$ cat config.mk
export PLATFORM = sky130hd
export DESIGN_NAME = eec_exp_cell
export DESIGN_NICKNAME = d
export VERILOG_FILES = /design/src/hdl/eec_pkg.sv /design/src/hdl/eec_exp_cell.sv
export SDC_FILE = /design/constraint.sdc
export NUM_CORES = 1
export LEC_CHECK = 0
export BUFFER_PORTS_ARGS = -buffer_cell sky130_fd_sc_hd__buf_2
export CAP_MARGIN = 10
export CORE_MARGIN = 3
export CORE_UTILIZATION = 40
export DETAILED_ROUTE_END_ITERATION = 6
export PLACE_DENSITY = 0.57
export SKIP_LAST_GASP = 1
export SLEW_MARGIN = 20
export SYNTH_ARGS = -nofsm -noshare
export SYNTH_HDL_FRONTEND = slang
export SYNTH_SLANG_ARGS = --single-unit
$ cat constraint.sdc
create_clock -name vclk -period 11.8
set_clock_uncertainty 0.05 [all_clocks]
set_input_delay 2.36 -clock vclk [all_inputs]
set_output_delay 2.36 -clock vclk [all_outputs]
set_load 0.01 [all_outputs]
$ cat src/hdl/eec_pkg.sv
// ----------------------------------------------------------------------------
// eec_pkg: shared types and constants for the elastic easing curve
// Holds mode and register codes, the pipeline sideband word, the CORDIC
// arctangent table and the square-root chain used by the 2^-x product.
// ----------------------------------------------------------------------------
package eec_pkg;

   localparam int CORDIC_STAGES_DEF = 16;
   localparam int CORDIC_MAX        = 24;
   localparam int DIV_STAGES        = 45;   // quotient bits of (m << 29) / P
   localparam int PHASE_SHIFT       = 29;
   localparam int EXP_STAGES        = 15;

   localparam logic [1:0] MODE_IN    = 2'd0;
   localparam logic [1:0] MODE_OUT   = 2'd1;
   localparam logic [1:0] MODE_INOUT = 2'd2;
   localparam logic [1:0] MODE_SPARE = 2'd3;   // unused code, runs as in-out

   localparam logic REG_EASE_MODE = 1'b0;
   localparam logic REG_PERIOD    = 1'b1;

   localparam logic [15:0] PERIOD_RESET  = 16'd1229;
   localparam logic [15:0] PERIOD_INOUT  = 16'd1843;
   localparam logic [15:0] TIME_ONE      = 16'd32768;
   localparam logic signed [32:0] CORDIC_X0 = 33'sd652032874;

   typedef struct packed {
      logic        pass;       // endpoint or invalid period: value is pass_val
      logic [15:0] pass_val;
      logic        invalid;
      logic        neg;        // sign of shifted time
      logic        neg_term;
      logic        halve;
      logic        add_one;
      logic [15:0] m;          // |shifted time| in Q.15
      logic [3:0]  n;          // integer part of 10*m
      logic [14:0] f;          // fraction of 10*m
      logic [30:0] r;          // 2^-f product, Q1.30
      logic        flip;       // sine folded by a half turn
   } side_type;

   localparam logic [31:0] ATAN_TURNS [CORDIC_MAX] = '{
      32'd536870912, 32'd316933406, 32'd167458907, 32'd85004756, 32'd42667331,
      32'd21354465, 32'd10679838, 32'd5340245, 32'd2670163, 32'd1335087,
      32'd667544, 32'd333772, 32'd166886, 32'd83443, 32'd41722, 32'd20861,
      32'd10430, 32'd5215, 32'd2608, 32'd1304, 32'd652, 32'd326, 32'd163, 32'd81
   };

   function automatic logic [63:0] isqrt64(input logic [63:0] v);
      logic [63:0] r;
      logic [63:0] b;
      logic [63:0] x;
      r = '0;
      b = 64'h4000_0000_0000_0000;
      x = v;
      for (int i = 0; i < 32; i++) begin
         if (x >= r + b) begin
            x = x - (r + b);
            r = (r >> 1) + b;
         end else begin
            r = r >> 1;
         end
         b = b >> 2;
      end
      return r;
   endfunction

   // c_1 = sqrt(2^59), c_(k+1) = sqrt(c_k << 30): 2^(-2^-k) in Q1.30
   function automatic logic [30:0] exp_coef(input int k);
      logic [63:0] c;
      c = isqrt64(64'd1 << 59);
      for (int i = 1; i < EXP_STAGES; i++) begin
         if (i < k) begin
            c = isqrt64(c << 30);
         end
      end
      return c[30:0];
   endfunction

endpackage

$ cat src/hdl/eec_exp_cell.sv
// ----------------------------------------------------------------------------
// eec_exp_cell: one factor of the 2^-x product
// Multiply the running product by 2^(-2^-K) when fraction bit K is set.
// ----------------------------------------------------------------------------
module eec_exp_cell import eec_pkg::*; #(
   parameter int K = 1
) (
   input  side_type side_i,
   output side_type side_o
);

   localparam logic [30:0] COEF = exp_coef(K);

   logic [61:0] prod;

   always_comb begin
      prod   = {31'd0, side_i.r} * {31'd0, COEF} + 62'd536870912;
      side_o = side_i;
      if (side_i.f[EXP_STAGES - K]) begin
         side_o.r = prod[60:30];
      end
   end

endmodule

==> metrics.md <==
| Metric | Value |
|---|---|
| Status | `finished with violations` |
| Failing checks | `setup timing` |
| Ys Warns | `0` |
| Largest net degree at the start of global routing | `58` |
| Post-Synth Adder-Cell Area | `60.5%` |
| Post-synth net total | `2718` |
| Syn Inst Count | `1974` |
| GRT overflow | `0` |
| DRC | `0` |
| Num ports | `178` |
| Placed insts | `2895` |
| Die area | `0.0459 mm^2` |
| Share of cells above drive strength 1 | `30.7%` |
| Final min period | `11.91 ns` |
| Critical path origin | `side_i[23]` |
| Fin nets | `3099` |
| Synthesized area | `0.0173 mm^2` |
| GP Congestion | `0.962` |
| Slew Limit Fails | `0` |
| CP max-delay cell | `fa_1` |
| Final period utilization | `101%` |
| Max Cap Violations | `0` |
| Most frequent cells in the layout | `inv_1, buf_4, fa_1` |
| Worst slack at placement | `-0.576 ns` |
| Worst hold slack | `4.67 ns` |
| Slew margin rel. | `55.3%` |
| Antenna fix cells | `0` |
| First-pass GRT wire length | `89100 um` |
| Critical path required time | `9.39 ns` |
| Hold WC Path Type | `in2out` |
| Synth unique cells | `86` |
| Die Ht | `214 um` |
| Starting Density | `40.9%` |
| P&R area growth vs syn | `30.2%` |
| Sequential fraction of the synthesis area | `0%` |
| RSZ-0062 raised after global routing | `yes` |
| Final Util | `53.2%` |
| Chip width | `214 um` |
| Post-route antenna net violation count | `0` |
| Arr. time, crit path | `9.50 ns` |
| Crit-path max FO | `7` |
| Routed vias/inst | `5.00` |
| Worst-Margin Slew | `0.671 ns` |
| Max Clock Freq | `0.0840 GHz` |
| Port Buffers | `64` |
| DR WL/cell | `19.4 um` |
| Final Worst Setup Slack | `-0.112 ns` |
| GRT Util Overall | `24.9%` |
| Clock buf count | `0` |
| Sequential cell area | `0 um^2` |
| First-pass DRT Iterations | `5` |
| Site Rows | `75` |
| Post-synthesis mux area share | `0.433%` |
| Via count | `14643` |
| DP HPWL | `50900 um` |
| Final hold violations | `0` |
| # setup viols final | `3` |
| Drt total wl | `56900 um` |
| CP endpoint kind | `output port` |
| Syn_area_per_cell | `8.78 um^2` |
| Initial detailed-routing violation count | `761` |
| Largest family of logic cells by synthesized area | `adder cells` |
| Number of global-route vias before repair | `15935` |
| Hold Crit Start | `side_i[38]` |
| Layout Cells excl Fill | `2930` |
| Sequential cells | `0` |
| Synth Area in Compound Gates | `10.1%` |
| Setup Crit Path Kind | `in2out` |
| Buf/Inv on CP | `11` |
| Top Family by Delay on Critical Path | `adder cells` |
| Slowest cell delay on critical path | `0.54 ns` |
| Xor-xnor portion of the synthesized cell area | `3.49%` |
| CTS hold repair buffers | `0` |
| Core outline area | `0.0424 mm^2` |
| Startpoint types | `primary input` |
| Commonest non-fill, non-tap cell in the layout | `inv_1` |
| Initial antenna violation count | `0` |
| Post-synthesis simple-gate area fraction | `9.30%` |
layer usage:
layer,share of wire [%],global-route usage (%),vias to the layer above
met4,4.1,8.18,0
met3,4.5,2.99,89
met5,0,0,-
li1,-,-,6939
met2,49,43.7,389
met1,43,32.1,7226
cells in the mapped netlist, drive strengths merged, types with 3 or more instances:
cell,number,area (um^2)
xor2,37,324
a311oi,5,62.6
nand2,81,307
nand3,13,80.1
o21ai,48,248
a31oi,10,62.6
a221o,3,30.0
or3,5,31.3
or2,6,37.5
o311a,3,30.0
nand2b,3,18.8
a41oi,3,26.3
a21o,20,150
nor3,23,120
nand4,35,255
and4,5,48.8
inv,595,2230
o2111ai,4,35.0
o211ai,14,124
mux2i,3,30.0
o21a,10,75.1
fa,305,6110
a211oi,9,72.6
a21oi,91,459
and2,19,121
a31o,3,26.3
nor2,80,300
nor4,11,98.8
a2111oi,4,55.1
and3,8,51.3
buf,76,531
a211o,4,35.0
o221ai,4,35.0
ha,350,4380
o31ai,3,27.5
clkbuf,11,41.3
mux2,4,45.0
xnor2,32,280
o21bai,5,37.5
a22oi,3,22.5
cell type report:
class                      instances  area, um^2
timing repair buffer             466        3570
fill                            4040       19800
multi-input combinational       1292       16000
inverter                         595        2240
tap                              577         722
through the flow:
stage	setup TNS [ns]	area [um^2]
floorplan	0	17300
detailed placement	-6.67	20600
CTS	-0.135	21900
global placement	-6.28	20600
global route	-1.82	22600
finish	-0.325	22600
logic make-up after synthesis:
logic type,Yosys count
simple gates,300
fa+ha+maj,655
mux,7
xor+xnor,69
compound gates,261
buf+inv,682
path summary, 6_finish.rpt:
check / to / slack, ns / cells after the start
worst max-delay path: side_o[29] / -0.11 / 29
worst min-delay path: side_o[38] / 4.67 / 0
what timing repair did:
action | 4_1_cts | 5_1_grt
pin swaps | 77 | 89
resized for setup | 214 | 143
hold endpoints to repair | 0 | 0
setup buffers | 22 | 13
endpoints found under the setup margin | 23 | 22
Power is left out: the tool's default activity adds up to more than one toggle a clock period on the data nets, which glitch-free logic cannot reach.
