File: src/hdl/eec_pkg.sv
// ----------------------------------------------------------------------------
// eec_pkg: shared types and constants for the elastic easing curve
// Holds mode and register codes, the pipeline sideband word, the CORDIC
// arctangent table and the square-root chain used by the 2^-x product.
// ----------------------------------------------------------------------------
package eec_pkg;

   localparam int CORDIC_STAGES_DEF = 16;
   localparam int CORDIC_MAX        = 24;
   localparam int DIV_STAGES        = 45;   // quotient bits of (m << 29) / P
   localparam int PHASE_SHIFT       = 29;
   localparam int EXP_STAGES        = 15;

   localparam logic [1:0] MODE_IN    = 2'd0;
   localparam logic [1:0] MODE_OUT   = 2'd1;
   localparam logic [1:0] MODE_INOUT = 2'd2;
   localparam logic [1:0] MODE_SPARE = 2'd3;   // unused code, runs as in-out

   localparam logic REG_EASE_MODE = 1'b0;
   localparam logic REG_PERIOD    = 1'b1;

   localparam logic [15:0] PERIOD_RESET  = 16'd1229;
   localparam logic [15:0] PERIOD_INOUT  = 16'd1843;
   localparam logic [15:0] TIME_ONE      = 16'd32768;
   localparam logic signed [32:0] CORDIC_X0 = 33'sd652032874;

   typedef struct packed {
      logic        pass;       // endpoint or invalid period: value is pass_val
      logic [15:0] pass_val;
      logic        invalid;
      logic        neg;        // sign of shifted time
      logic        neg_term;
      logic        halve;
      logic        add_one;
      logic [15:0] m;          // |shifted time| in Q.15
      logic [3:0]  n;          // integer part of 10*m
      logic [14:0] f;          // fraction of 10*m
      logic [30:0] r;          // 2^-f product, Q1.30
      logic        flip;       // sine folded by a half turn
   } side_type;

   localparam logic [31:0] ATAN_TURNS [CORDIC_MAX] = '{
      32'd536870912, 32'd316933406, 32'd167458907, 32'd85004756, 32'd42667331,
      32'd21354465, 32'd10679838, 32'd5340245, 32'd2670163, 32'd1335087,
      32'd667544, 32'd333772, 32'd166886, 32'd83443, 32'd41722, 32'd20861,
      32'd10430, 32'd5215, 32'd2608, 32'd1304, 32'd652, 32'd326, 32'd163, 32'd81
   };

   function automatic logic [63:0] isqrt64(input logic [63:0] v);
      logic [63:0] r;
      logic [63:0] b;
      logic [63:0] x;
      r = '0;
      b = 64'h4000_0000_0000_0000;
      x = v;
      for (int i = 0; i < 32; i++) begin
         if (x >= r + b) begin
            x = x - (r + b);
            r = (r >> 1) + b;
         end else begin
            r = r >> 1;
         end
         b = b >> 2;
      end
      return r;
   endfunction

   // c_1 = sqrt(2^59), c_(k+1) = sqrt(c_k << 30): 2^(-2^-k) in Q1.30
   function automatic logic [30:0] exp_coef(input int k);
      logic [63:0] c;
      c = isqrt64(64'd1 << 59);
      for (int i = 1; i < EXP_STAGES; i++) begin
         if (i < k) begin
            c = isqrt64(c << 30);
         end
      end
      return c[30:0];
   endfunction

endpackage

File: src/hdl/eec_div_cell.sv
// ----------------------------------------------------------------------------
// eec_div_cell: one restoring division step
// Shift in one dividend bit, subtract the period where it fits, and hand
// remainder, quotient and sideband to the next cell.
// ----------------------------------------------------------------------------
module eec_div_cell import eec_pkg::*; #(
   parameter int DIV_BIT = 44
) (
   input  logic        clock,
   input  logic        reset,
   input  logic        en,
   input  logic [15:0] period,
   input  logic        vld_i,
   input  side_type    side_i,
   input  logic [15:0] rem_i,
   input  logic [31:0] quo_i,
   output logic        vld_o,
   output side_type    side_o,
   output logic [15:0] rem_o,
   output logic [31:0] quo_o
);

   logic        nbit;
   logic [16:0] trial;
   logic        fits;
   logic [16:0] diff;
   logic        vld_ff;
   side_type    side_ff;
   logic [15:0] rem_ff, rem_in;
   logic [31:0] quo_ff, quo_in;

   generate
      if (DIV_BIT >= PHASE_SHIFT) begin : g_mbit
         assign nbit = side_i.m[DIV_BIT - PHASE_SHIFT];
      end else begin : g_zero
         assign nbit = 1'b0;
      end
   endgenerate

   always_comb begin
      trial  = {rem_i, nbit};
      fits   = trial >= {1'b0, period};
      diff   = trial - {1'b0, period};
      rem_in = fits ? diff[15:0] : trial[15:0];
      quo_in = {quo_i[30:0], fits};
   end

   always_ff @(posedge clock) begin
      if (reset) begin
         vld_ff <= 1'b0;
      end else if (en) begin
         vld_ff <= vld_i;
      end
   end

   always_ff @(posedge clock) begin
      if (en) begin
         side_ff <= side_i;
         rem_ff  <= rem_in;
         quo_ff  <= quo_in;
      end
   end

   assign vld_o  = vld_ff;
   assign side_o = side_ff;
   assign rem_o  = rem_ff;
   assign quo_o  = quo_ff;

endmodule

File: config.mk
export PLATFORM = sky130hd
export DESIGN_NAME = eec_div_cell
export DESIGN_NICKNAME = d
export VERILOG_FILES = /design/src/hdl/eec_pkg.sv /design/src/hdl/eec_div_cell.sv
export SDC_FILE = /design/constraint.sdc
export NUM_CORES = 1
export LEC_CHECK = 0
export ABC_AREA = 1
export BUFFER_PORTS_ARGS = -buffer_cell sky130_fd_sc_hd__buf_4
export CAP_MARGIN = 20
export CORE_ASPECT_RATIO = 1.4
export CORE_MARGIN = 5
export CORE_UTILIZATION = 30
export CTS_CLUSTER_SIZE = 14
export DETAILED_ROUTE_END_ITERATION = 6
export GPL_ROUTABILITY_DRIVEN = 0
export HOLD_SLACK_MARGIN = 0.03
export SETUP_SLACK_MARGIN = 0.02
export SYNTH_ARGS = -nofsm -noshare
export SYNTH_HDL_FRONTEND = slang
export SYNTH_SLANG_ARGS = --single-unit
File: constraint.sdc
create_clock -name clock -period 1.9 [get_ports clock]
set_input_delay 0.095 -clock clock [delete_from_list [all_inputs] [get_ports clock]]
set_output_delay 0.095 -clock clock [all_outputs]
set_load 0.05 [all_outputs]
==> reports/results.ini <==
[route]
first_pass_iters=5
remaining_drc_errors=0
antenna_left=0
vias=4821
wire_per_inst_um=16.5
wirelength_mm=18.4
first_iter_violations=241
via_per_inst=4.31

[hold_path]
hold_class=in2reg

[critical_path]
critical_path.max_fanout=7
startpoint_type=primary input
worstSetupPathType=in2reg
endpoint_kind=flip-flop
cp.arrival_ps=1890
critPathRequiredTime_ps=2050

[synth]
ys_seq_area_frac=0.756
synth_warnings=0
synth_area_um2=5470
syn-num-nets=583
ys_ff_latch=138
syn_inst=409
syn_avg_cell_area_um2=13.4
synthDistinctLibCells=24

[finish]
final_cell_mix=buf_4, edfxtp_1, dlygate4sd3_1
syn2layout_area_growth_pct=83.7
num-nets-final=1040
antennaDiodeCount=0
drive_gt1_frac=0.411
fill_cells=1417
layout_commonest_cell=buf_4

[flow_run]
maxCapViolCount=0

[sta]
min_period_ps=1740
rsz0062_at_grt=false
slew_headroom=0.779
finalHoldViolCount=0
fmax_ghz=0.574
maxSlewViolCount=0
finClkSkew_ps=0
worst_pin_slew_ps=332
fin_ws_ps=158
finalSetupViolCount=0
tns_ps=0
period_share=0.917

[clock_tree]
cts.sinks=138
cts_tree=yes
cts_buffers=17
cts_root_buffer=clkbuf_16
clk_latency_ps=400
clockBufferDepth=2
clk_pin_slew_ps=60
htree_num_levels=4

[placed_design]
io_buffers=293
dp_hpwl_mm=13.4
dp_slack_ps=58.6

[global_routing]
grt_pass1_wl_mm=26.7
grt_max_degree=48
grt-ovfl-total=0
antenna_found_initial=0
grt_pass1_vias=5131
grt_usage=0.167

[outcome]
outcome=complete, no violations

[die]
die_y_um=170
coreArea_um2=17900
die_x_um=124
fp.dieArea_um2=21100
initial_utilization=0.305
row_count=58
io_pins=295

[power_and_ir_drop]
p_per_area_nw_per_um2=916
leakage_nw=4.58
peakVddDrop_mv=0.554

logic make-up (layout without fill, tap and decap cells):
| group | after synthesis | count (layout) | synth area share |
|---|---|---|---|
| AOI/OAI and AO/OA | 12 | 12 | 0.0114 |
| xor gates and xnor gates | 6 | 6 | 0.00961 |
| and+or+nand+nor | 172 | 172 | 0.132 |
| DFF | 138 | 138 | 0.756 |
| buffers and inverters | 63 | 533 | 0.0490 |
| adders and majority gates | 17 | 17 | 0.0403 |
| muxes | 1 | 1 | 0.00183 |
state kept, by name, indices dropped and copies added (netlist names):
| name | flops |
|---|---|
| rem_o | 16 |
| vld_o | 1 |
| quo_o | 32 |
| side_o | 89 |
final timing paths:
| path | end | slack (ps) | cells past startpoint | start |
|---|---|---|---|---|
| max | rem_o[11] | 160 | 11 | rem_i[12] |
| max reg2reg | vld_o | 750 | 3 | vld_o |
| min | rem_o[0] | 70 | 3 | side_i[66] |
| min reg2reg | vld_o | 1080 | 3 | vld_o |
stage by stage:
stage / utilization / cell area [um2] / hold WS, ps / instances / total power [mW]
floorplan: - / 5470 / 167 / 409 / 5.06
global placement: 0.449 / 8050 / 255 / 953 / 5.91
detailed placement: 0.449 / 8050 / 268 / 953 / 5.94
CTS: 0.556 / 9970 / 53.5 / 1121 / 9.28
global route: 0.560 / 10000 / 76.7 / 1119 / 9.59
finish: 0.560 / 10000 / 71.5 / 1119 / 9.19
worst max-delay path, cell delays in order:
cell and delay (ps):
dlygate4sd3_1 590, ha_4 310, nand2_2 60, inv_2 60, nand3_1 70, nor2_1 110
nor2_1 60, nand2_2 130, clkinvlp_4 220, nand2_1 110, nand2_1 60
cell usage after synthesis:
cell type / count / area [um2]
buf_6: 2 / 22.5
edfxtp_1: 137 / 4110
nor3_1: 2 / 10.0
buf_12: 1 / 20.0
nand2_2: 2 / 12.5
o21bai_1: 1 / 7.51
nand3b_1: 2 / 15.0
xnor2_1: 1 / 8.76
nand2_1: 120 / 450
a21oi_1: 9 / 45.0
o21ai_0: 2 / 10.0
nand3_1: 17 / 85.1
inv_1: 60 / 225
ha_1: 16 / 200
nor2_1: 17 / 63.8
and2_1: 2 / 12.5
dfxtp_1: 1 / 20.0
nand3_2: 2 / 20.0
fa_1: 1 / 20.0
nand4_1: 4 / 25.0
or2_2: 1 / 6.26
xor2_1: 5 / 43.8
mux2i_1: 1 / 10.0
nor2_2: 3 / 18.8
routing by layer:
layer | global-route usage | vias up | routed length (um) | share of wire
met2 | 0.337 | 206 | 10700 | 0.58
li1 | - | 2306 | - | -
met1 | 0.155 | 2286 | 5900 | 0.32
met4 | 0.0572 | 0 | 396 | 0.022
met3 | 0.0423 | 23 | 1430 | 0.078
met5 | 0 | - | 0 | 0
report_power, final:
part | switching, mW | internal [mW]
logic | 1.51 | 0.890
registers | 0.0810 | 3.66
clock network | 1.34 | 1.72
area by class of cell:
type	count	area, um2	area share
Clock inverter	14	124	0.0123
Tap cell	240	300	0.0299
Timing Repair Buffer	440	3680	0.366
Inverter	60	229	0.0228
Timing Repair inverter	1	7.51	0.000748
Sequential cell	138	4130	0.412
Clock buffer	18	429	0.0427
Multi-Input combinational cell	208	1140	0.114
what timing repair did:
action                                  in CTS  in global routing
endpoints found under the setup margin       0                 16
gates resized for setup                      0                 23
setup buffers                                0                  0
hold buffers                               136                  0
endpoints found under the hold margin      135                  0
Note: power is estimated with default switching activity, not from simulation.
