<file path="src/hdl/eec_pkg.sv">
// ----------------------------------------------------------------------------
// eec_pkg: shared types and constants for the elastic easing curve
// Holds mode and register codes, the pipeline sideband word, the CORDIC
// arctangent table and the square-root chain used by the 2^-x product.
// ----------------------------------------------------------------------------
package eec_pkg;

   localparam int CORDIC_STAGES_DEF = 16;
   localparam int CORDIC_MAX        = 24;
   localparam int DIV_STAGES        = 45;   // quotient bits of (m << 29) / P
   localparam int PHASE_SHIFT       = 29;
   localparam int EXP_STAGES        = 15;

   localparam logic [1:0] MODE_IN    = 2'd0;
   localparam logic [1:0] MODE_OUT   = 2'd1;
   localparam logic [1:0] MODE_INOUT = 2'd2;
   localparam logic [1:0] MODE_SPARE = 2'd3;   // unused code, runs as in-out

   localparam logic REG_EASE_MODE = 1'b0;
   localparam logic REG_PERIOD    = 1'b1;

   localparam logic [15:0] PERIOD_RESET  = 16'd1229;
   localparam logic [15:0] PERIOD_INOUT  = 16'd1843;
   localparam logic [15:0] TIME_ONE      = 16'd32768;
   localparam logic signed [32:0] CORDIC_X0 = 33'sd652032874;

   typedef struct packed {
      logic        pass;       // endpoint or invalid period: value is pass_val
      logic [15:0] pass_val;
      logic        invalid;
      logic        neg;        // sign of shifted time
      logic        neg_term;
      logic        halve;
      logic        add_one;
      logic [15:0] m;          // |shifted time| in Q.15
      logic [3:0]  n;          // integer part of 10*m
      logic [14:0] f;          // fraction of 10*m
      logic [30:0] r;          // 2^-f product, Q1.30
      logic        flip;       // sine folded by a half turn
   } side_type;

   localparam logic [31:0] ATAN_TURNS [CORDIC_MAX] = '{
      32'd536870912, 32'd316933406, 32'd167458907, 32'd85004756, 32'd42667331,
      32'd21354465, 32'd10679838, 32'd5340245, 32'd2670163, 32'd1335087,
      32'd667544, 32'd333772, 32'd166886, 32'd83443, 32'd41722, 32'd20861,
      32'd10430, 32'd5215, 32'd2608, 32'd1304, 32'd652, 32'd326, 32'd163, 32'd81
   };

   function automatic logic [63:0] isqrt64(input logic [63:0] v);
      logic [63:0] r;
      logic [63:0] b;
      logic [63:0] x;
      r = '0;
      b = 64'h4000_0000_0000_0000;
      x = v;
      for (int i = 0; i < 32; i++) begin
         if (x >= r + b) begin
            x = x - (r + b);
            r = (r >> 1) + b;
         end else begin
            r = r >> 1;
         end
         b = b >> 2;
      end
      return r;
   endfunction

   // c_1 = sqrt(2^59), c_(k+1) = sqrt(c_k << 30): 2^(-2^-k) in Q1.30
   function automatic logic [30:0] exp_coef(input int k);
      logic [63:0] c;
      c = isqrt64(64'd1 << 59);
      for (int i = 1; i < EXP_STAGES; i++) begin
         if (i < k) begin
            c = isqrt64(c << 30);
         end
      end
      return c[30:0];
   endfunction

endpackage

</file>
<file path="src/hdl/eec_cordic_cell.sv">
// ----------------------------------------------------------------------------
// eec_cordic_cell: one CORDIC micro-rotation
// Rotate (x, y) toward the residual angle and drop its arctangent.
// ----------------------------------------------------------------------------
module eec_cordic_cell import eec_pkg::*; #(
   parameter int IDX = 0
) (
   input  logic               clock,
   input  logic               reset,
   input  logic               en,
   input  logic               vld_i,
   input  side_type           side_i,
   input  logic signed [32:0] x_i,
   input  logic signed [32:0] y_i,
   input  logic signed [33:0] z_i,
   output logic               vld_o,
   output side_type           side_o,
   output logic signed [32:0] x_o,
   output logic signed [32:0] y_o,
   output logic signed [33:0] z_o
);

   localparam logic signed [33:0] ATAN = $signed({2'b00, ATAN_TURNS[IDX]});

   logic               vld_ff;
   side_type           side_ff;
   logic signed [32:0] x_ff, x_in, y_ff, y_in;
   logic signed [33:0] z_ff, z_in;

   always_comb begin
      if (!z_i[33]) begin
         x_in = x_i - (y_i >>> IDX);
         y_in = y_i + (x_i >>> IDX);
         z_in = z_i - ATAN;
      end else begin
         x_in = x_i + (y_i >>> IDX);
         y_in = y_i - (x_i >>> IDX);
         z_in = z_i + ATAN;
      end
   end

   always_ff @(posedge clock) begin
      if (reset) begin
         vld_ff <= 1'b0;
      end else if (en) begin
         vld_ff <= vld_i;
      end
   end

   always_ff @(posedge clock) begin
      if (en) begin
         side_ff <= side_i;
         x_ff    <= x_in;
         y_ff    <= y_in;
         z_ff    <= z_in;
      end
   end

   assign vld_o  = vld_ff;
   assign side_o = side_ff;
   assign x_o    = x_ff;
   assign y_o    = y_ff;
   assign z_o    = z_ff;

endmodule
</file>
<file path="config.mk">
export PLATFORM = sky130hd
export DESIGN_NAME = eec_cordic_cell
export DESIGN_NICKNAME = d
export VERILOG_FILES = /design/src/hdl/eec_pkg.sv /design/src/hdl/eec_cordic_cell.sv
export SDC_FILE = /design/constraint.sdc
export NUM_CORES = 1
export LEC_CHECK = 0
export ABC_AREA = 1
export BUFFER_PORTS_ARGS = -buffer_cell sky130_fd_sc_hd__buf_2
export CAP_MARGIN = 20
export CELL_PAD_IN_SITES_DETAIL_PLACEMENT = 1
export CELL_PAD_IN_SITES_GLOBAL_PLACEMENT = 2
export CORE_MARGIN = 2
export CORE_UTILIZATION = 32
export CTS_CLUSTER_DIAMETER = 60
export DETAILED_ROUTE_END_ITERATION = 6
export PLACE_DENSITY = 0.85
export SYNTH_ARGS = -nofsm -noshare
export SYNTH_HDL_FRONTEND = slang
export SYNTH_SLANG_ARGS = --single-unit
</file>
<file path="constraint.sdc">
create_clock -name clock -period 6.4 [get_ports clock]
set_clock_uncertainty 0.05 [all_clocks]
set_input_delay 1.92 -clock clock [delete_from_list [all_inputs] [get_ports clock]]
set_output_delay 1.92 -clock clock [all_outputs]
set_load 0.02 [all_outputs]
</file>
==> impl_metrics.py, run 1 <==
metrics = {
    "final_layout": {
        "nNetsFinal": 2440,
        "n_fill_cell": 5224,
        "drive_above_1_share_pct": 19.9,
        "n_antenna_cell": 0,
        "fin_area_um2": 16300,
        "area_delta_synth_final_pct": 21.9,
    },
    "grt": {
        "grt_pass1_vias": 13414,
        "antenna_found_initial": 1,
        "grt_max_degree": 95,
        "grt-ovfl-total": 0,
        "grt_pass1_wl_mm": 78.5,
        "grt_util_all_layers_pct": 23.6,
    },
    "clock_tree": {
        "clkTransAtPathRegs_ns": 0.07,
        "clock-root-buffer": "clkbuf_16",
        "post_cts_buffers": 0,
        "cts_max_level": 4,
        "clockBufferDepth": 2,
        "cts_resized": 0,
        "insertion_delay_ns": 0.46,
        "cts_buffers": 17,
        "cts_tree": "built",
        "cts_hold_buf": 0,
        "cts_num_sinks": 189,
    },
    "worst_setup_path": {
        "cp.arrival_ns": 4.14,
        "cp.required_ns": 6.56,
        "critPathMaxFanout": 5,
        "rr_endpoint": "vld_o$_SDFFE_PP0P_",
        "cp-start-kind": "input port",
        "crit_path_end_kind": "register",
        "r2r_cells": 2,
        "r2r_slack_ns": 5.75,
        "r2r-start": "vld_o$_SDFFE_PP0P_",
        "path_class": "input port to register",
    },
    "detailed_routing": {
        "postRouteAntennaNets": 0,
        "firstDrtPassIters": 5,
        "wirelength_mm": 51.0,
        "wl_per_cell_um": 19.0,
        "num_vias": 12832,
        "routed_via_density": 4.79,
        "drt-initial-drc-count": 798,
        "drc": 0,
    },
    "logic_synthesis": {
        "syn-num-nets": 2078,
        "synth_common_cells": "nand2_1 (582), inv_1 (319), edfxtp_1 (188)",
        "ys_warn_count": 0,
        "synth_top_area_share_pct": 42.2,
        "syn_area_per_cell_um2": 7.55,
        "synth_seq_cells": 189,
        "synth.distinct_cells": 33,
        "synth_edf_count": 188,
        "synth_top_area_cell": "edfxtp_1",
        "synthArstFlopShare_pct": 0,
        "syn_inst": 1774,
        "ys_seq_area_share_pct": 42.3,
        "ys.flop_type": "edfxtp_1",
        "synth.most_common_cell": "nand2_1",
        "syn_area_um2": 13400,
        "ys_top_cells_by_area": "edfxtp_1 (42%), nand2_1 (16%), ha_1 (10%)",
    },
    "sta": {
        "slew_violations": 0,
        "slew-limit-headroom_pct": 47.4,
        "rsz0062_at_grt": "false",
        "final-setup-viol-count": 0,
        "fmax_mhz": 251,
        "hold_ws_ns": 0.487,
        "hold_violations": 0,
        "setup_tns_ns": 0,
        "layout_min_cycle_time_ns": 3.98,
        "worstMarginPinSlew_ns": 0.788,
        "period_share_pct": 62.2,
    },
    "status": {
        "status": "completed",
    },
    "placed_design": {
        "dpl-instance-area_um2": 15800,
        "dpl.hpwl_mm": 42.8,
        "place.gp.congestion": 0.908,
        "port_buffers": 382,
    },
    "power_and_ir_drop": {
        "power_per_cell_area_nw_per_um2": 229,
        "power_w": 0.00374,
        "leakagePower_nw": 8.51,
        "ir_drop_mv": 0.133,
    },
    "floorplanning": {
        "die_area_um2": 43500,
        "rows": 74,
        "io_pins": 383,
        "coreArea_um2": 41100,
        "initial_core_util_pct": 32.6,
        "fp.dieH_um": 209,
        "die_x_um": 209,
    },
    "worst_hold_path": {
        "min_to": "vld_o$_SDFFE_PP0P_",
        "min_from": "vld_o$_SDFFE_PP0P_",
        "min_path_cells": 2,
        "worstHoldPathType": "register to register",
    },
    "run": {
        "drv_cap": 0,
    },
}
registers in the layout, indices dropped and copies added, names as in the netlist:
name	flops
side_o	89
z_o	34
x_o	33
y_o	32
vld_o	1
worst max-delay path: stages:
cell and delay (ns):
buf_2 0.11, inv_1 0.05, ha_1 0.33, fa_1 0.53
o21ai_1 0.36, nand2_1 0.12, nand2_1 0.15, nand2_1 0.10
nand2_1 0.13, nand2_1 0.09, nand2_1 0.07, nand2_1 0.04
nand3_1 0.09, nand2_1 0.06
per-layer routing:
layer  share of wire (%)  GRT usage (%)  wire length (um)
met1                  44           29.5             22400
met2                  50           42.7             25700
met3                 4.2           3.17              2120
met4                 1.5           5.94               765
met5               0.025              0                13
worst max path at each step:
stage / start / to / slack [ns]
2_1_floorplan: x_i[0] / x_o[32]$_DFFE_PP_ / 2.70
3_3_place_gp: x_i[0] / x_o[24]$_DFFE_PP_ / 1.96
3_5_place_dp: x_i[0] / x_o[24]$_DFFE_PP_ / 1.95
4_1_cts: x_i[0] / x_o[24]$_DFFE_PP_ / 2.44
5_1_grt: x_i[0] / x_o[24]$_DFFE_PP_ / 2.19
6_report: x_i[0] / x_o[24]$_DFFE_PP_ / 2.42
final cells by class:
| cell class | count | area (um2) | area share [%] |
|---|---|---|---|
| Tap cell | 532 | 666 | 4.08 |
| Timing Repair Buffer | 386 | 1960 | 12.0 |
| Clock buffer | 17 | 425 | 2.61 |
| Multi-Input combinational cell | 1222 | 6280 | 38.4 |
| Clock inverter | 15 | 130 | 0.797 |
| Inverter | 320 | 1200 | 7.36 |
| Sequential cell | 189 | 5670 | 34.7 |
metrics by stage:
step / setup WS [ns] / std cells / utilization [%]
6_report: 2.42 / 2681 / 39.7
5_1_grt: 2.19 / 2681 / 39.7
4_1_cts: 2.44 / 2681 / 39.7
3_5_place_dp: 1.95 / 2649 / 38.4
3_3_place_gp: 1.96 / 2649 / 38.4
2_1_floorplan: 2.70 / 1774 / -
cell families (layout without fill, tap and decap cells):
group	Yosys count	in the layout	share of synthesized area, %
AOI/OAI and AO/OA	169	169	6.83
xor gates and xnor gates	26	26	1.70
adders and majority gates	111	111	10.6
buffers and inverters	363	738	10.8
DFF	189	189	42.3
muxes	2	2	0.149
and+or+nand+nor	914	914	27.6
power by group:
group          leakage (nW)  total [W]  internal (W)  switching [W]
combinational          6.39    0.00115      0.000344       0.000810
clock                 0.274    0.00104      0.000511       0.000525
sequential             1.85    0.00155       0.00152      0.0000345
cells in the final DEF, fill, tap and decap left out, types with 6 or more instances in the layout:
cell / Yosys / routed
a21oi_1: 72 / 72
and2_1: 7 / 7
buf_2: 19 / 381
clkbuf_16: 0 / 17
edfxtp_1: 188 / 188
ha_1: 107 / 107
inv_1: 319 / 318
nand2_1: 582 / 582
nand3_1: 144 / 144
nand4_1: 13 / 13
nor2_1: 153 / 153
nor3_1: 6 / 6
o21ai_0: 61 / 61
o21bai_1: 15 / 15
o22ai_1: 8 / 8
xor2_1: 26 / 26
Power figures use the tool's default switching activity.
==> inputs of run 2 (changes only) <==
--- a/config.mk
+++ b/config.mk
@@ -11,10 +11,10 @@
 export CELL_PAD_IN_SITES_DETAIL_PLACEMENT = 1
 export CELL_PAD_IN_SITES_GLOBAL_PLACEMENT = 2
 export CORE_MARGIN = 2
-export CORE_UTILIZATION = 32
+export CORE_UTILIZATION = 29
 export CTS_CLUSTER_DIAMETER = 60
 export DETAILED_ROUTE_END_ITERATION = 6
-export PLACE_DENSITY = 0.85
+export PLACE_DENSITY = 0.78
 export SYNTH_ARGS = -nofsm -noshare
 export SYNTH_HDL_FRONTEND = slang
 export SYNTH_SLANG_ARGS = --single-unit
==> constraint.sdc (replaced) <==
create_clock -name clock -period 3.9 [get_ports clock]
set_clock_uncertainty 0.05 [all_clocks]
set_input_delay 1.17 -clock clock [delete_from_list [all_inputs] [get_ports clock]]
set_output_delay 1.17 -clock clock [all_outputs]
set_load 0.02 [all_outputs]
==> impl_metrics.py, run 2 (synthesis results as in run 1) <==
metrics = {
    "status": {
        "status": "completed",
    },
    "final_layout": {
        "final_util_pct": 36.4,
        "final_cell_mix": "nand2_1 (582), buf_2 (381), inv_1 (318)",
        "area_delta_synth_final_pct": 23.6,
        "nNetsFinal": 2450,
        "drive_above_1_share_pct": 20.3,
        "largest_register_ffs": 89,
        "layout_commonest_cell": "nand2_1",
    },
    "sta": {
        "worstMarginPinSlew_ns": 0.818,
        "period_share_pct": 83.3,
        "setup_tns_ns": 0,
        "final-setup-viol-count": 0,
        "hold_ws_ns": 0.491,
        "fmax_mhz": 308,
        "layout_min_cycle_time_ns": 3.25,
        "rsz0062_at_grt": "false",
        "slew_violations": 0,
        "post-route-worst-setup-slack_ns": 0.652,
        "hold_violations": 0,
        "slew-limit-headroom_pct": 45.4,
    },
    "detailed_routing": {
        "drc": 0,
        "wl_per_cell_um": 19.0,
        "wirelength_mm": 52.5,
        "routed_via_density": 4.68,
        "drt-initial-drc-count": 624,
        "postRouteAntennaNets": 0,
        "firstDrtPassIters": 5,
        "num_vias": 12909,
    },
    "clock_tree": {
        "post_cts_buffers": 0,
        "clkTransAtPathRegs_ns": 0.08,
        "cts_max_level": 4,
        "cts_resized": 0,
        "clock-root-buffer": "clkbuf_16",
        "cts_hold_buf": 0,
        "cts_num_sinks": 189,
        "cts_tree": "built",
        "cts_buffers": 17,
        "clockBufferDepth": 2,
        "insertion_delay_ns": 0.48,
    },
    "floorplanning": {
        "die_x_um": 219,
        "fp.dieH_um": 219,
        "io_pins": 383,
        "coreArea_um2": 45500,
        "initial_core_util_pct": 29.4,
        "die_area_um2": 47900,
        "rows": 78,
    },
    "grt": {
        "grt_util_all_layers_pct": 21.9,
        "grt_max_degree": 95,
        "grt_pass1_wl_mm": 78.4,
        "grt-ovfl-total": 0,
        "grt_pass1_vias": 13383,
        "antenna_found_initial": 1,
    },
    "worst_setup_path": {
        "cp.required_ns": 4.10,
        "rr_endpoint": "vld_o$_SDFFE_PP0P_",
        "cp.arrival_ns": 3.45,
        "cp_common_cell": "nand2_1",
        "r2r_slack_ns": 3.24,
        "cp-start-kind": "input port",
        "path_cells": "buf_2 -> inv_1 -> ha_1 -> fa_1 -> o21ai_1 -> nand2_1 -> nand2_1 -> nand2_1 -> nand2_1 -> nand2_1 -> nand2_1 -> nand2_1 -> nand3_1 -> nand2_1",
        "critPathMaxFanout": 5,
        "path_class": "input port to register",
        "r2r-start": "vld_o$_SDFFE_PP0P_",
        "crit_start": "x_i[0]",
        "crit_path_end_kind": "register",
        "endpoint": "x_o[24]$_DFFE_PP_",
        "cp_slowest_cell": "fa_1",
        "critPathMaxStageDelay_ns": 0.53,
        "r2r_cells": 2,
    },
    "run": {
        "drv_cap": 0,
    },
    "worst_hold_path": {
        "worstHoldPathType": "register to register",
        "min_path_cells": 2,
    },
    "power_and_ir_drop": {
        "power_w": 0.00631,
        "power_per_cell_area_nw_per_um2": 381,
        "leakagePower_nw": 8.59,
        "ir_drop_mv": 0.374,
    },
    "placed_design": {
        "port_buffers": 382,
        "place_ws_ns": 0.132,
        "place.gp.congestion": 0.893,
        "dpl.hpwl_mm": 44.0,
    },
}
run 2: changes by cell type in the layout (fill, tap and decap cells not counted):
cell / before / now
bufinv_16: 0 / 1
clkinv_1: 2 / 0
buf_4: 3 / 12
clkinv_8: 1 / 4
inv_6: 3 / 4
buf_12: 1 / 2
inv_8: 4 / 2
clkinvlp_4: 1 / 0
diode_2: 0 / 1
run 2: routing by layer:
metal	global-route usage, %	routed length, um	part of all wire, %
met5	0	0	0
met1	27.1	23000	44
met4	7.27	1320	2.5
met2	38.1	25300	48
met3	4.38	2960	5.6
run 2: how the worst min path moves through the flow:
stage	startpoint	endpoint	slack, ns
2_1_floorplan	vld_o$_SDFFE_PP0P_	vld_o$_SDFFE_PP0P_	0.53
3_3_place_gp	vld_o$_SDFFE_PP0P_	vld_o$_SDFFE_PP0P_	0.42
3_5_place_dp	vld_o$_SDFFE_PP0P_	vld_o$_SDFFE_PP0P_	0.47
4_1_cts	vld_o$_SDFFE_PP0P_	vld_o$_SDFFE_PP0P_	0.49
5_1_grt	vld_o$_SDFFE_PP0P_	vld_o$_SDFFE_PP0P_	0.49
6_report	vld_o$_SDFFE_PP0P_	vld_o$_SDFFE_PP0P_	0.49
run 2: worst max-delay path, delay by kind of cell:
kind	cells	cell delay [ns]
buf+inv	2	0.16
simple gates	9	0.83
fa+ha+maj	2	0.86
compound gates	1	0.42
run 2: report_power, final:
part	switching (W)	internal, W
logic	0.00135	0.000575
registers	0.0000586	0.00249
clock network	0.000921	0.000916
total	0.00233	0.00398
run 2: area by class of cell:
type	instances	area, um2
inverter	320	1200
antenna	1	2.50
clock inverter	15	180
multi-input combinational	1222	6280
timing repair buffer	396	2050
fill	5736	28900
clock buffer	17	425
sequential	189	5670
tap	600	751
run 2: stage by stage:
step	instances	area, um2
2_1_floorplan	1774	13400
3_3_place_gp	2727	15900
3_5_place_dp	2727	15900
4_1_cts	2759	16500
5_1_grt	2760	16600
6_report	2760	16600
==> inputs of run 3 (changes only) <==
--- a/config.mk
+++ b/config.mk
@@ -5,16 +5,16 @@
 export SDC_FILE = /design/constraint.sdc
 export NUM_CORES = 1
 export LEC_CHECK = 0
-export ABC_AREA = 1
+export ABC_AREA = 0
 export BUFFER_PORTS_ARGS = -buffer_cell sky130_fd_sc_hd__buf_2
 export CAP_MARGIN = 20
 export CELL_PAD_IN_SITES_DETAIL_PLACEMENT = 1
 export CELL_PAD_IN_SITES_GLOBAL_PLACEMENT = 2
 export CORE_MARGIN = 2
-export CORE_UTILIZATION = 29
+export CORE_UTILIZATION = 32
 export CTS_CLUSTER_DIAMETER = 60
 export DETAILED_ROUTE_END_ITERATION = 6
-export PLACE_DENSITY = 0.78
+export PLACE_DENSITY = 0.8
 export SYNTH_ARGS = -nofsm -noshare
 export SYNTH_HDL_FRONTEND = slang
 export SYNTH_SLANG_ARGS = --single-unit
==> constraint.sdc (replaced) <==
create_clock -name clock -period 3.4 [get_ports clock]
set_clock_uncertainty 0.05 [all_clocks]
set_input_delay 1.02 -clock clock [delete_from_list [all_inputs] [get_ports clock]]
set_output_delay 1.02 -clock clock [all_outputs]
set_load 0.02 [all_outputs]
==> impl_metrics.py, run 3 <==
metrics = {
    "logic_synthesis": {
        "synth_xor_area_share_pct": 4.79,
        "muxShareOfSynthArea_pct": 1.92,
        "synth_top_family_by_area": "compound AO/OA/AOI/OAI gates",
        "syn-num-nets": 1362,
        "synth_common_cells": "edfxtp_1 (188), ha_1 (107), a21oi_1 (103)",
        "synth_top_area_cell": "edfxtp_1",
        "synthAdderAreaFrac_pct": 12.3,
        "synth_top_area_share_pct": 49.0,
        "ys_seq_area_share_pct": 49.2,
        "syn_area_per_cell_um2": 10.9,
        "syn_area_um2": 11500,
        "synth_seq_cells": 189,
        "synth-compound-area-share_pct": 18.0,
        "synthArstFlopShare_pct": 0,
        "ys_top_cells_by_area": "edfxtp_1 (49%), ha_1 (12%), a21oi_1 (4.5%)",
        "synth.most_common_cell": "edfxtp_1",
        "syn_inst": 1058,
        "ys.flop_type": "edfxtp_1",
        "synth.distinct_cells": 77,
        "synth_simple_gate_area_share_pct": 8.84,
        "ys_warn_count": 0,
        "synth_edf_count": 188,
    },
    "worst_setup_path": {
        "crit_path_end_kind": "register",
        "critical_path.top_delay_family": "compound AO/OA/AOI/OAI gates",
        "cp.required_ns": 3.56,
        "cp-start-kind": "input port",
        "path_buf_inv": 4,
        "path_cells": "buf_2 -> inv_1 -> ha_2 -> nor2_2 -> o311ai_4 -> a311oi_4 -> o21ai_1 -> buf_4 -> a21oi_4 -> a221oi_1 -> buf_4 -> o211ai_1 -> o311ai_2 -> xor2_1",
        "cp_slowest_cell": "a311oi_4",
        "cp_common_cell": "buf_4",
        "cp.arrival_ns": 3.55,
        "critPathMaxStageDelay_ns": 0.41,
        "critPathMaxFanout": 8,
        "path_class": "input port to register",
    },
    "clock_tree": {
        "cts_num_sinks": 189,
        "cts_buffers": 17,
        "insertion_delay_ns": 0.46,
        "clkTransAtPathRegs_ns": 0.08,
        "cts_max_level": 4,
        "clockBufferDepth": 2,
        "cts_tree": "built",
        "clock-root-buffer": "clkbuf_16",
    },
    "power_and_ir_drop": {
        "internal_power_w": 0.00506,
        "power_per_cell_area_nw_per_um2": 450,
        "p_seq_share_pct": 38.7,
        "clockPowerShare_pct": 28.5,
        "power_w": 0.00766,
        "leakagePower_nw": 7.72,
        "swShare_pct": 33.9,
        "p_switching_w": 0.00260,
        "p_comb_share_pct": 32.8,
        "ir_drop_mv": 0.427,
    },
    "sta": {
        "post-route-worst-setup-slack_ns": 0.00516,
        "worstMarginPinSlew_ns": 0.582,
        "slew_violations": 0,
        "hold_violations": 0,
        "slew-limit-headroom_pct": 61.2,
        "period_share_pct": 99.8,
        "fmax_mhz": 295,
        "final-setup-viol-count": 0,
        "rsz0062_at_grt": "true",
        "layout_min_cycle_time_ns": 3.39,
    },
    "floorplanning": {
        "io_pins": 383,
        "rows": 69,
        "initial_core_util_pct": 32.5,
        "die_area_um2": 37500,
        "coreArea_um2": 35500,
        "die_x_um": 194,
        "fp.dieH_um": 194,
    },
    "final_layout": {
        "multi_input_area_um2": 5740,
        "largest_register_ffs": 89,
        "layout_commonest_cell": "buf_2",
        "drive_above_1_share_pct": 45.8,
        "layoutNonFillerInstCount": 2166,
        "n_fill_cell": 4094,
        "register_area_um2": 5670,
        "final_util_pct": 48.0,
        "nNetsFinal": 1991,
        "area_delta_synth_final_pct": 47.9,
        "final_cell_mix": "buf_2 (379), buf_4 (261), edfxtp_1 (188)",
    },
    "placed_design": {
        "dpl.hpwl_mm": 36.3,
        "place_ws_ns": -0.785,
        "place.gp.congestion": 0.889,
        "port_buffers": 382,
        "place_inst": 2119,
    },
    "status": {
        "status": "completed",
    },
    "grt": {
        "grt_pass1_vias": 11410,
        "grt_pass1_wl_mm": 68.4,
        "grt_max_degree": 53,
        "grt-ovfl-total": 0,
        "antenna_found_initial": 6,
        "grt_util_all_layers_pct": 23.5,
    },
    "detailed_routing": {
        "drt-initial-drc-count": 477,
        "firstDrtPassIters": 5,
        "routed_via_density": 4.97,
        "postRouteAntennaNets": 0,
        "wl_per_cell_um": 21.0,
        "wirelength_mm": 45.6,
        "drc": 0,
        "num_vias": 10767,
    },
    "run": {
        "drv_cap": 0,
    },
    "worst_hold_path": {
        "worstHoldPathType": "register to register",
    },
}
-- run 3: cell count changes after synthesis, sizes merged, moves of 13 or more --
| cell | delta |
|---|---|
| xor2 | -19 |
| nand2 | -540 |
| clkbuf | +13 |
| xnor2 | +56 |
| buf | -15 |
| a21oi | +30 |
| a21o | +19 |
| mux2i | +19 |
| nor2 | -70 |
| nand3 | -132 |
| inv | -221 |
-- run 3: power groups by stage --
stage          Combinational, W  Sequential [W]  Clock [W]
2_1_floorplan          0.000856         0.00335          0
3_3_place_gp            0.00233         0.00301          0
3_5_place_dp            0.00237         0.00302          0
4_1_cts                 0.00242         0.00297    0.00223
5_1_grt                 0.00269         0.00299    0.00230
6_report                0.00251         0.00296    0.00218
-- run 3: repair_timing --
action / CTS / global route
resized for setup: 25 / 74
buffers inserted: 0 / 10
hold buffers: 0 / 0
pin swaps: 9 / 35
endpoints found under the setup margin: 23 / 31
-- run 3: cell type report --
| class | count | share of cell area (%) |
|---|---|---|
| Antenna cell | 5 | 0.0735 |
| Clock buffer | 17 | 2.50 |
| Clock inverter | 15 | 1.20 |
| Inverter | 103 | 2.27 |
| Multi-Input combinational cell | 725 | 33.7 |
| Sequential cell | 189 | 33.3 |
| Tap cell | 461 | 3.39 |
| Timing Repair Buffer | 651 | 23.6 |
-- run 3: worst register-to-register path, stage by stage (launching register included) --
cell,delay (ns)
dfxtp_1,0.32
mux2i_1,0.14
nor2_1,0.06
-- run 3: kinds of logic (layout without fill, tap and decap cells) --
logic type	count (synthesis)	after routing
AOI/OAI and AO/OA	314	314
xor gates and xnor gates	63	63
adders and majority gates	111	111
buffers and inverters	144	786
DFF	189	189
muxes	22	22
other	0	5
and+or+nand+nor	215	215
-- run 3: final timing paths --
kind,start,to,slack [ns],cells past startpoint
min,vld_o$_SDFFE_PP0P_,vld_o$_SDFFE_PP0P_,0.49,2
max reg2reg,vld_o$_SDFFE_PP0P_,vld_o$_SDFFE_PP0P_,2.73,2
min reg2reg,vld_o$_SDFFE_PP0P_,vld_o$_SDFFE_PP0P_,0.49,2
max,x_i[7],y_o[31]$_DFFE_PP_,0.005,14
-- run 3: metrics by stage --
step	setup TNS (ns)	cell area, um2	hold WS, ns
floorplan	0	11600	0.529
global placement	-17.64	15900	0.422
detailed placement	-20.25	15900	0.473
CTS	0	16600	0.495
global route	-0.510	17000	0.550
finish	0	17000	0.486
-- run 3: metal layers --
| layer | vias up | routed length, um | GRT usage (%) |
|---|---|---|---|
| met5 | - | 13 | 0 |
| met4 | 2 | 1670 | 10.1 |
| met3 | 75 | 2080 | 4.00 |
| met2 | 337 | 23600 | 42.3 |
| met1 | 5254 | 18200 | 27.6 |
| li1 | 5099 | - | - |
